### config.mk
export PLATFORM = sky130hd
export DESIGN_NAME = htk_back_flat
export DESIGN_NICKNAME = d
export VERILOG_FILES = /design/src/rtl/htk_pkg.sv /design/src/rtl/htk_if.sv /design/src/rtl/htk_back.sv /design/src/flat_wrapper.sv
export SDC_FILE = /design/constraint.sdc
export NUM_CORES = 1
export LEC_CHECK = 0
export BUFFER_PORTS_ARGS = -buffer_cell sky130_fd_sc_hd__buf_2
export CAP_MARGIN = 25
export CELL_PAD_IN_SITES_DETAIL_PLACEMENT = 0
export CELL_PAD_IN_SITES_GLOBAL_PLACEMENT = 1
export CORE_AREA = 4 4 64 66
export DETAILED_ROUTE_END_ITERATION = 12
export DIE_AREA = 0 0 68 70
export GPL_TIMING_DRIVEN = 1
export PLACE_DENSITY = 0.73
export SLEW_MARGIN = 0
export SYNTH_ARGS = -nofsm -noshare
export SYNTH_HDL_FRONTEND = slang
export SYNTH_SLANG_ARGS = --single-unit
### constraint.sdc
create_clock -name i_clk -period 1.14 [get_ports i_clk]
set_clock_uncertainty 0.15 [all_clocks]
set_input_delay 0.171 -clock i_clk [delete_from_list [all_inputs] [get_ports i_clk]]
set_output_delay 0.171 -clock i_clk [all_outputs]
set_load 0.05 [all_outputs]
### src/rtl/htk_pkg.sv
`timescale 1ns / 1ps
// Shared types and codes of the HTTP request head tokenizer.
package htk_pkg;

    // Most results that one request byte can cause.
    localparam int MAX_RES = 3;

    // Default number of result groups held between the front and the back end.
    localparam int QUEUE_DEPTH = 4;

    // Token kinds.
    localparam logic [2:0] KIND_METHOD  = 3'd0;
    localparam logic [2:0] KIND_TARGET  = 3'd1;
    localparam logic [2:0] KIND_VERSION = 3'd2;
    localparam logic [2:0] KIND_NAME    = 3'd3;
    localparam logic [2:0] KIND_VALUE   = 3'd4;

    // Status codes on the marker that finishes a head.
    localparam logic [1:0] ST_OK         = 2'd0;
    localparam logic [1:0] ST_SHORT_LINE = 2'd1;
    localparam logic [1:0] ST_NO_SEP     = 2'd2;

    // One result beat, without its last flag.
    typedef struct packed {
        logic [7:0] out_byte;
        logic [2:0] kind;
        logic       is_data;
        logic       token_end;
        logic       header_kept;
        logic       head_done;
        logic [1:0] status;
    } t_result;

    // All results of one request byte, in order from index zero.
    typedef struct packed {
        logic [1:0]                count;
        t_result [MAX_RES-1:0]     res;
    } t_bundle;

endpackage

### src/rtl/htk_if.sv


interface htk_res_if;
    logic       valid;
    logic       ready;
    logic [7:0] out_byte;
    logic [2:0] kind;
    logic       is_data;
    logic       token_end;
    logic       header_kept;
    logic       head_done;
    logic [1:0] status;
    logic       last;

    modport source (output valid, output out_byte, output kind, output is_data,
                    output token_end, output header_kept, output head_done,
                    output status, output last, input ready);
    modport sink   (input valid, input out_byte, input kind, input is_data,
                    input token_end, input header_kept, input head_done,
                    input status, input last, output ready);
endinterface

### src/rtl/htk_back.sv
`timescale 1ns / 1ps
// Back end: sends the results of the queued group one beat at a time.
module htk_back (
    input  logic             i_clk,
    input  logic             i_rst_n,
    input  htk_pkg::t_bundle i_bundle,
    input  logic             i_empty,
    output logic             o_pop,
    htk_res_if.source        o_out
);

    logic [1:0]       r_idx;
    htk_pkg::t_result cur;
    logic             is_last;
    logic             accept;

    assign cur     = i_bundle.res[r_idx];
    assign is_last = (r_idx == i_bundle.count - 2'd1);
    assign accept  = !i_empty && o_out.ready;
    assign o_pop   = accept && is_last;

    // Result beat fields.
    assign o_out.valid       = !i_empty;
    assign o_out.out_byte    = cur.out_byte;
    assign o_out.kind        = cur.kind;
    assign o_out.is_data     = cur.is_data;
    assign o_out.token_end   = cur.token_end;
    assign o_out.header_kept = cur.header_kept;
    assign o_out.head_done   = cur.head_done;
    assign o_out.status      = cur.status;
    assign o_out.last        = is_last;

    // Step through the group; restart at the first result once it is drained.
    always_ff @(posedge i_clk) begin
        if (!i_rst_n) begin
            r_idx <= 2'd0;
        end else if (accept) begin
            r_idx <= is_last ? 2'd0 : r_idx + 2'd1;
        end
    end

endmodule

### src/flat_wrapper.sv
// flat-port wrapper written by rule: the top's interface ports become plain ports
module htk_back_flat 
  (i_clk, i_rst_n, i_bundle, i_empty, o_pop, o_out_valid, o_out_out_byte, o_out_kind, o_out_is_data, o_out_token_end, o_out_header_kept, o_out_head_done, o_out_status, o_out_last, o_out_ready);
  htk_res_if o_out_i ();
  input  logic i_clk;
  input  logic i_rst_n;
  input  htk_pkg::t_bundle i_bundle;
  input  logic i_empty;
  output logic o_pop;
  output wire logic [$bits(o_out_i.valid)-1:0] o_out_valid;
  output wire logic [$bits(o_out_i.out_byte)-1:0] o_out_out_byte;
  output wire logic [$bits(o_out_i.kind)-1:0] o_out_kind;
  output wire logic [$bits(o_out_i.is_data)-1:0] o_out_is_data;
  output wire logic [$bits(o_out_i.token_end)-1:0] o_out_token_end;
  output wire logic [$bits(o_out_i.header_kept)-1:0] o_out_header_kept;
  output wire logic [$bits(o_out_i.head_done)-1:0] o_out_head_done;
  output wire logic [$bits(o_out_i.status)-1:0] o_out_status;
  output wire logic [$bits(o_out_i.last)-1:0] o_out_last;
  input wire logic [$bits(o_out_i.ready)-1:0] o_out_ready;
  assign o_out_valid = o_out_i.valid;
  assign o_out_out_byte = o_out_i.out_byte;
  assign o_out_kind = o_out_i.kind;
  assign o_out_is_data = o_out_i.is_data;
  assign o_out_token_end = o_out_i.token_end;
  assign o_out_header_kept = o_out_i.header_kept;
  assign o_out_head_done = o_out_i.head_done;
  assign o_out_status = o_out_i.status;
  assign o_out_last = o_out_i.last;
  assign o_out_i.ready = o_out_ready;
  htk_back u_core (.i_clk(i_clk), .i_rst_n(i_rst_n), .i_bundle(i_bundle), .i_empty(i_empty), .o_pop(o_pop), .o_out(o_out_i));
endmodule
==> flow_summary.yaml <==
die:
  die_x_um: 68
  num_rows: 22
  die_area_sq_um: 4760
  initial_core_util: 0.145
  ioPinCount: 77
  coreArea_sq_um: 3580
  die_h_um: 70
cells_and_area:
  nets: 222
  largest_register_ffs: 2
  largestRegisters: "u_core.r_idx (2)"
  fin_area_sq_um: 1580
  regMostFlops: "u_core.r_idx"
  n_antenna_cell: 0
  area_growth_pct: 204
  layout.cells.non_filler: 211
  drive_gt1_frac: 0.822
power:
  combPwrFrac: 0.796
  total_leakage_power_uw: 0.000648
  p_seq_frac: 0.070
  vdd_drop_max_mv: 0.302
  p_per_area_nw_per_um2: 746
  p_clk_frac: 0.134
  swShare: 0.489
  intPower_uw: 601
  p_sw_uw: 575
detailed_routing:
  antenna_left: 0
  vias_per_cell: 4.24
  dr.pass1.iters: 4
  wirelength_um: 2750
  wire_per_inst_um: 13.0
  drc: 0
  via_count: 895
  drt_iter0_drc: 8
run:
  max_cap_viol_count: 0
setup_path:
  cp.required_ns: 0.82
  r2r_slack_ns: -0.38
  crit_start: "u_core.r_idx[1]$_SDFFE_PN0P_"
  worstPathMaxFanout: 10
  crit_end: "o_out_head_done"
  rr_worst_depth: 6
  crit_chain: "buf_12, mux2i_2, o21ai_4, buf_4"
  worst-path-stages: 4
  setup.worst_path.start_class: "flop"
  critPathKind: "flop to output pin"
  r2r_end: "u_core.r_idx[0]$_SDFFE_PN0P_"
  critPathBufInv: 2
  end_kind: "output pin"
  critical-path-max-stage-delay_ns: 0.41
  cp_slowest_cell: "dfxtp_4"
  cp.arrival_ns: 1.37
  r2r_start: "u_core.r_idx[1]$_SDFFE_PN0P_"
  crit_family: "flip-flops"
logic_synthesis:
  synth_cell_types: 18
  synth_nets: 134
  synth_cells: 77
  synthMuxAreaShare: 0.348
  synth_top_family_by_area: "multiplexers"
  synth-xor-area-share: 0.0169
  synth_edf_count: 0
  synth_compound_area_frac: 0.227
  synth_fa_ha_area_frac: 0
  syn_area_sq_um: 518
  dominantRegCellSynth: "dfxtp_1"
  async_reset_ff_frac: 0
  yosys.area_share.simple: 0.220
  syn-mean-instance-area_sq_um: 6.73
  seq_area_frac_synth: 0.0773
  yosysWarningCount: 0
  ys_ff_latch: 2
clocking:
  numCtsBuffers: 3
  clockBufferDepth: 2
  clkTransAtPathRegs_ns: 0.03
  clock_latency_ns: 0.22
  cts_tree: "built"
  cts_max_level: 1
  cts_sinks: 2
  root_buffer: "clkbuf_4"
placement:
  gp_congestion: 0.796
  dp.cells: 204
  dpl.hpwl_um: 2060
  place_area_sq_um: 1200
  io_buffer_count: 76
sta:
  finalHoldViolations: 0
  setup-violations-final: 21
  final_max_slew_viol_count: 0
  rsz0062_at_grt: "true"
  period_minus_slack_ns: 1.69
  tns_ns: -10.33
  finalWorstSetupSlack_ns: -0.555
  min_period_over_period: 1.49
  worstMarginPinSlew_ns: 0.289
  slew_headroom: 0.808
  max_freq_mhz: 590
global_route:
  grt_util_all_layers: 0.106
  grt_pass1_vias: 881
  grt_overflow_total: 0
  antenna_found_initial: 0
  grt_pass1_wl_um: 3900
  grt_max_degree: 11
outcome:
  violations: "setup timing"
  status: "complete, but fails checks"
worst_hold_path:
  min_path_type: "input port to flop"
==> placed cells by master (no fill, tap or decap), types with 2 or more instances in the layout <==
cell type and instances:
buf_2 58, buf_4 15, buf_6 13, buf_8 2, clkbuf_4 3, inv_1 3, mux2i_2 4, mux2i_4 14
nand2_1 19, nand2b_1 3, nor2b_4 2, o21ai_4 17
==> cells in the mapped netlist, drive strengths merged (2+ instances only) <==
master  instances  share of area
buf             4          0.075
nand2b          3          0.036
nand2          20           0.14
nor2b           2          0.024
inv             3          0.022
mux2i          18           0.35
clkbuf          2          0.014
o21ai          17           0.16
dfxtp           2          0.077
==> how the worst min path moves through the flow <==
stage | startpoint | endpoint | depth (start not counted)
after CTS | i_rst_n | u_core.r_idx[0]$_SDFFE_PN0P_ | 3
after global placement | i_rst_n | u_core.r_idx[0]$_SDFFE_PN0P_ | 3
after detailed placement | i_rst_n | u_core.r_idx[0]$_SDFFE_PN0P_ | 3
after floorplan | i_rst_n | u_core.r_idx[0]$_SDFFE_PN0P_ | 2
final | i_rst_n | u_core.r_idx[0]$_SDFFE_PN0P_ | 3
after global routing | i_rst_n | u_core.r_idx[0]$_SDFFE_PN0P_ | 3
==> cells by family (layout without fill, tap and decap cells) <==
kind of cell | Yosys count | in the layout
AOI/OAI and AO/OA | 21 | 21
xor gates and xnor gates | 1 | 1
buffers and inverters | 9 | 95
DFF | 2 | 2
muxes | 18 | 18
and+or+nand+nor | 26 | 26
==> layout make-up <==
type,instances,area (sq um)
fillers,337,2000
inverters,3,11.3
multi-input cells,66,838
clock buffers,3,22.5
flip-flops and latches,2,45.0
well taps,48,60.1
repair buffers,89,599
==> metrics by stage <==
step                utilization  hold slack [ns]  total power, uW  setup slack, ns
floorplan                     -            0.153              615           -0.621
global placement          0.336            0.267              799           -0.395
detailed placement        0.336            0.272              810           -0.426
CTS                       0.414           0.0329             1140           -0.553
global route              0.441           0.0727             1230           -0.619
finish                    0.441           0.0442             1180           -0.555
==> routing by layer <==
metal	global-route usage	vias up	part of all wire
li1	-	443	-
met1	0.0907	411	0.31
met2	0.228	41	0.59
met3	0.0257	0	0.092
met4	0.0199	0	0
met5	0	-	0
==> worst reg2reg max path, cell delays in order, from the launching register on <==
cell and delay [ns]:
dfxtp_4 0.38, xnor2_4 0.15, buf_4 0.14, buf_6 0.10, buf_4 0.11, a211o_1 0.29, a21oi_2 0.12
==> power by group through the flow <==
| stage | sequential (uW) | combinational, uW | clock (uW) |
|---|---|---|---|
| 6_report | 81.9 | 937 | 158 |
| 5_1_grt | 83.5 | 980 | 168 |
| 4_1_cts | 81.0 | 885 | 170 |
| 3_5_place_dp | 81.1 | 729 | 0 |
| 3_3_place_gp | 80.7 | 719 | 0 |
| 2_1_floorplan | 79.7 | 536 | 0 |
==> repair_timing <==
item / in CTS / in global routing
hold endpoints to repair: 0 / 0
hold buffers: 0 / 0
resized for setup: 58 / 16
pin swaps: 1 / 3
cloned: 0 / 1
buffers inserted: 2 / 1
endpoints found under the setup margin: 21 / 21
(Power assumes the default switching activity.)
