File: config.mk
export PLATFORM = sky130hd
export DESIGN_NAME = htk_queue
export DESIGN_NICKNAME = d
export VERILOG_FILES = /design/src/rtl/htk_pkg.sv /design/src/rtl/htk_queue.sv
export SDC_FILE = /design/constraint.sdc
export NUM_CORES = 1
export LEC_CHECK = 0
export BUFFER_PORTS_ARGS = -buffer_cell sky130_fd_sc_hd__buf_2
export CAP_MARGIN = 10
export CORE_ASPECT_RATIO = 1.1
export CORE_UTILIZATION = 35
export CTS_CLUSTER_DIAMETER = 200
export DETAILED_ROUTE_END_ITERATION = 8
export GPL_TIMING_DRIVEN = 0
export PLACE_DENSITY = 0.6
export SLEW_MARGIN = 5
export SYNTH_ARGS = -nofsm -noshare
export SYNTH_HDL_FRONTEND = slang
export SYNTH_SLANG_ARGS = --single-unit
File: constraint.sdc
create_clock -name i_clk -period 5.4 [get_ports i_clk]
set_input_delay 0.54 -clock i_clk [delete_from_list [all_inputs] [get_ports i_clk]]
set_output_delay 0.54 -clock i_clk [all_outputs]
set_load 0.01 [all_outputs]
File: src/rtl/htk_pkg.sv
`timescale 1ns / 1ps
// Shared types and codes of the HTTP request head tokenizer.
package htk_pkg;

    // Most results that one request byte can cause.
    localparam int MAX_RES = 3;

    // Default number of result groups held between the front and the back end.
    localparam int QUEUE_DEPTH = 4;

    // Token kinds.
    localparam logic [2:0] KIND_METHOD  = 3'd0;
    localparam logic [2:0] KIND_TARGET  = 3'd1;
    localparam logic [2:0] KIND_VERSION = 3'd2;
    localparam logic [2:0] KIND_NAME    = 3'd3;
    localparam logic [2:0] KIND_VALUE   = 3'd4;

    // Status codes on the marker that finishes a head.
    localparam logic [1:0] ST_OK         = 2'd0;
    localparam logic [1:0] ST_SHORT_LINE = 2'd1;
    localparam logic [1:0] ST_NO_SEP     = 2'd2;

    // One result beat, without its last flag.
    typedef struct packed {
        logic [7:0] out_byte;
        logic [2:0] kind;
        logic       is_data;
        logic       token_end;
        logic       header_kept;
        logic       head_done;
        logic [1:0] status;
    } t_result;

    // All results of one request byte, in order from index zero.
    typedef struct packed {
        logic [1:0]                count;
        t_result [MAX_RES-1:0]     res;
    } t_bundle;

endpackage

File: src/rtl/htk_queue.sv
`timescale 1ns / 1ps
// Queue of result groups between the front end and the back end.
module htk_queue #(
    parameter int DEPTH = htk_pkg::QUEUE_DEPTH
) (
    input  logic             i_clk,
    input  logic             i_rst_n,
    input  logic             i_push,
    input  htk_pkg::t_bundle i_bundle,
    output logic             o_full,
    input  logic             i_pop,
    output htk_pkg::t_bundle o_bundle,
    output logic             o_empty
);

    localparam int PTR_W = (DEPTH > 1) ? $clog2(DEPTH) : 1;
    localparam int CNT_W = $clog2(DEPTH + 1);

    htk_pkg::t_bundle r_mem [DEPTH];
    logic [PTR_W-1:0] r_wr_ptr;
    logic [PTR_W-1:0] r_rd_ptr;
    logic [CNT_W-1:0] r_count;
    logic             do_push;
    logic             do_pop;

    assign o_full   = (r_count == CNT_W'(DEPTH));
    assign o_empty  = (r_count == '0);
    assign o_bundle = r_mem[r_rd_ptr];
    assign do_push  = i_push && !o_full;
    assign do_pop   = i_pop && !o_empty;

    // Storage.
    always_ff @(posedge i_clk) begin
        if (do_push) begin
            r_mem[r_wr_ptr] <= i_bundle;
        end
    end

    // Pointers and fill count.
    always_ff @(posedge i_clk) begin
        if (!i_rst_n) begin
            r_wr_ptr <= '0;
            r_rd_ptr <= '0;
            r_count  <= '0;
        end else begin
            if (do_push) begin
                r_wr_ptr <= (r_wr_ptr == PTR_W'(DEPTH - 1)) ? '0 : r_wr_ptr + 1'b1;
            end
            if (do_pop) begin
                r_rd_ptr <= (r_rd_ptr == PTR_W'(DEPTH - 1)) ? '0 : r_rd_ptr + 1'b1;
            end
            if (do_push && !do_pop) begin
                r_count <= r_count + 1'b1;
            end else if (do_pop && !do_push) begin
                r_count <= r_count - 1'b1;
            end
        end
    end

endmodule

==> results.md <==
- Yosys mapped the design onto 25 distinct sky130hd cell types.
- The setup path with the least slack is of type flip-flop to primary output.
- The total number of yosys warnings is 0.
- The first global-routing pass estimated 22.61 mm of wire.
- The biggest area contributor in the post-synthesis netlist is sky130_fd_sc_hd__edfxtp_1.
- The core region is 0.02293 mm².
- The post-synthesis register bit count is 221.
- The relative area change from synthesis to final layout is 21.69%.
- The number of buffers inserted by post-CTS setup repair is 0.
- The final route contains 3734 vias.
- The die is 147.9 µm wide.
- The via-per-instance ratio is 4.757.
- In this run, CTS created clock tree buffers numbering 23.
- The post-cts gate resize count is 0.
- VDD sags by at most 0.2749 mV.
- The maximum net fanout on the critical path is 10.
- The number of antenna violations at the first check in global routing was 1.
- The area of all placed cells without fillers is 0.009968 mm².
- Subtracting the final worst setup slack from the clock period gives 2.654 ns.
- The library cell appearing most often on the critical path is sky130_fd_sc_hd__buf_2.
- Power spread over the standard cell area amounts to 471.3 mW/mm².
- The clock sink count is 221.
- After layout, the worst path uses 49.15% of the clock period.
- The initialized floorplan defines 58 standard-cell rows.
- In this run the deepest clock path goes through 3 buffers.
- After synthesis, the largest area contributor takes up 77.71% of total cell area.
- Setup repair after global routing left no endpoint under its margin.
- Before CTS, the worst setup slack after placement is 3.001 ns.
- The worst-case hold path end point is r_mem[0][10]$_DFFE_PP_.
- In this run the count of I/O pins placed on the die edge is 112.
- The clock slew at the register clock pins of the worst setup and hold paths is 0.06 ns.
- At the end of the flow the core is filled with cells to 43.47%.
- The hold-critical path depth is 1.
- The per-cell routed wire length is 18.68 µm.
- The worst max-slew margin expressed relative to the limit is 62.69%.
- The flow ran to the end, and the final reports show no timing, DRC or antenna violations.
- The DRC violations left is 0.
- The number of endpoints failing setup at the final stage is 0.
- STA classifies the critical path endpoint as a primary output.
- In the final layout, the share of cells above drive strength 1 is 44.21%.
- Once the floorplan was initialized, standard cells occupied 35.72% of the core.
- After global routing the overflow that remains totals 0.
- Each instance of the synthesized netlist takes up on average 24.97 µm².
- The part of the Yosys area used for sequential elements is 79.91%.
- The start point of the worst min-delay path is i_bundle[10].
- The path class of the tightest hold or removal check is input port to flip-flop.
- The final routed wirelength across all metal layers is 14.67 mm.
- The number of nets still failing antenna checks after routing is 0.
- The slew of the pin with the lowest slew margin is 0.5549 ns.
- The worst reg-to-reg path cell count is 7.
- The endpoint identified for the worst register-to-register timing path is r_count[2]$_SDFFE_PN0P_.
- The number of detailed-routing iterations run before antenna repair is 4.
- At the worst endpoint, the arrival time is 2.11 ns.
- The fraction of synthesis flops using an asynchronous set or reset pin is 0%.
- Summing all placed instances gives a cell area of 0.009235 mm².
- Grouping stages by cell kind, the critical path spends the most delay in buffers and inverters.
- The post-cts hold buffer count is 0.
- Leaving out fill and tap cells, the most frequent cells in the layout are sky130_fd_sc_hd__edfxtp_1 (212), sky130_fd_sc_hd__buf_2 (117), sky130_fd_sc_hd__mux4_2 (50).
- In the synthesized netlist the dominant register cell turns out to be sky130_fd_sc_hd__edfxtp_1.
- Walking the worst path, the cells encountered are clkbuf_1 > buf_2 > mux4_2 > buf_2.
- The floorplan die height is 162.5 µm.
- The count of maximum capacitance violations is 0.
- The kind of launch point of the worst setup path is a flip-flop.
- When the netlist entered floorplanning its net count stood at 392.
- The launching point of the worst reg2reg path is r_count[1]$_SDFFE_PN0P_.
- The setup check on the worst reg-to-reg path leaves a slack of 2.94 ns.
- The area of the mapped netlist is 0.008192 mm².
- The die covers 0.02402 mm².
- Counting flops with a built-in enable in the synthesized netlist gives 212.
- CTS built an H-tree with a depth of 1.
- CTS placed an instance of sky130_fd_sc_hd__clkbuf_16 at the clock tree root.
- The congestion estimate from routability-driven global placement came to 0.6289.
- The via count of the first global-routing pass is 4179.
- The total negative slack is 0 ns.
- The biggest cell delay along the critical path is 0.40 ns.
- The HPWL after detailed placement is 9.157 mm.
- The critical path's slowest cell is sky130_fd_sc_hd__clkbuf_1.
- Timing would allow up to 0.3768 GHz.
- The count of buffering cells on the critical path with inverters included is 3.
- The number of max-slew violations in the final report is 0.
- The minimum setup slack in the final design is 2.746 ns.
- The insertion delay to the later sink of the worst-skew pair is 0.49 ns.
- Global routing used 12.51% of the available tracks across all layers.
- Summed over all cells, the static leakage comes to 3.374 nW.
- Yosys attributes the largest share of cell area to sky130_fd_sc_hd__edfxtp_1 (78%), sky130_fd_sc_hd__mux4_2 (14%), sky130_fd_sc_hd__dfxtp_1 (2.2%).
- The detailed router finished its first iteration with 95 violations.
- The clock skew is 0.01132 ns.
- The number of endpoints with negative hold slack in the final report is 0.
- Leaving out fill and tap cells, the most frequent cell in the layout is sky130_fd_sc_hd__edfxtp_1.
- The number of port buffers is 111.
- The synthesized instance count is 328.
- The largest net degree at the start of global routing is 36.
- The net total in the final layout is 532.
- The required time of the critical path is 4.86 ns.
- TritonCTS built the clock tree.
[per-stage QoR]
step / hold slack (ns) / power [mW] / instances
after floorplan: 0.4677 / 2.881 / 328
after global placement: 0.4752 / 3.247 / 739
after detailed placement: 0.5074 / 3.294 / 743
after CTS: 0.2379 / 4.789 / 784
after global routing: 0.2392 / 4.923 / 784
final: 0.2628 / 4.699 / 785
[sequential cells by signal, indices dropped and copies added, names as in the netlist, named ones only]
signal and count:
r_count 3, r_mem 212, r_rd_ptr 2, r_wr_ptr 2
[cells by family (layout without fill, tap and decap cells)]
kind of cell | count (synthesis) | after routing | share of synthesized area, %
simple gates | 20 | 20 | 1.314
other cells | 0 | 1 | 0
compound gates | 5 | 5 | 0.3666
buf+inv | 17 | 173 | 1.955
flops | 221 | 221 | 79.91
fa+ha+maj | 7 | 7 | 1.161
mux | 56 | 56 | 15.08
xor+xnor | 2 | 2 | 0.2139
[worst register-to-register path, stage by stage (launching register included)]
cell and delay [ns]:
sky130_fd_sc_hd__dfxtp_1 0.37, sky130_fd_sc_hd__o31ai_1 0.54, sky130_fd_sc_hd__ha_1 0.29, sky130_fd_sc_hd__inv_1 0.07, sky130_fd_sc_hd__fa_1 0.38, sky130_fd_sc_hd__xor2_1 0.18, sky130_fd_sc_hd__or3_1 0.33, sky130_fd_sc_hd__a21boi_0 0.22
[layer usage]
layer | routed length (µm) | track usage, % | vias to the layer above | share of wire [%]
met4 | 272 | 3.655 | 0 | 1.9
met5 | 0 | 0 | - | 0
met3 | 770 | 2.773 | 23 | 5.3
met2 | 7783 | 22.49 | 93 | 53
li1 | - | - | 1671 | -
met1 | 5840 | 14.99 | 1947 | 40
[synthesized netlist by cell type, types with 2 or more instances]
library cell and n:
sky130_fd_sc_hd__nand3_1 2, sky130_fd_sc_hd__mux2i_1 3, sky130_fd_sc_hd__and2_1 5, sky130_fd_sc_hd__nor2_1 2, sky130_fd_sc_hd__ha_1 6, sky130_fd_sc_hd__mux4_1 3, sky130_fd_sc_hd__nand2_1 6, sky130_fd_sc_hd__nor2b_1 2
sky130_fd_sc_hd__buf_12 5, sky130_fd_sc_hd__edfxtp_1 212, sky130_fd_sc_hd__dfxtp_1 9, sky130_fd_sc_hd__clkbuf_1 2, sky130_fd_sc_hd__o21ai_0 3, sky130_fd_sc_hd__inv_1 3, sky130_fd_sc_hd__mux4_2 50, sky130_fd_sc_hd__buf_2 6
[power breakdown]
part / internal [mW] / switching (mW) / total, mW / leakage [nW]
Sequential: 2.09 / 0.0503 / 2.14 / 2.02
Clock: 0.882 / 0.598 / 1.48 / 0.360
Combinational: 0.543 / 0.539 / 1.08 / 0.997
[worst max-delay path by stage]
| stage | cells past startpoint | from | end | slack [ns] |
|---|---|---|---|---|
| floorplan | 3 | i_push | r_mem[0][0]$_DFFE_PP_ | 2.90 |
| global placement | 4 | i_push | r_mem[0][15]$_DFFE_PP_ | 1.63 |
| detailed placement | 7 | r_count[0]$_SDFFE_PN0P_ | r_count[2]$_SDFFE_PN0P_ | 3.00 |
| CTS | 4 | flip-flop | o_bundle[33] | 2.68 |
| global route | 4 | flip-flop | o_bundle[33] | 2.59 |
| finish | 4 | flip-flop | o_bundle[33] | 2.75 |
[final cells by class]
class,instances,area [µm²]
Fill cell,2082,12960
Sequential cell,221,6546
Multi-Input combinational cell,90,1495
Clock buffer,32,681.9
Timing Repair Buffer,115,658.1
Tap cell,300,375.4
Buffer,14,148.9
Clock inverter,9,48.80
Inverter,3,11.26
Antenna cell,1,2.502
Note: power is estimated with default switching activity, not from simulation.
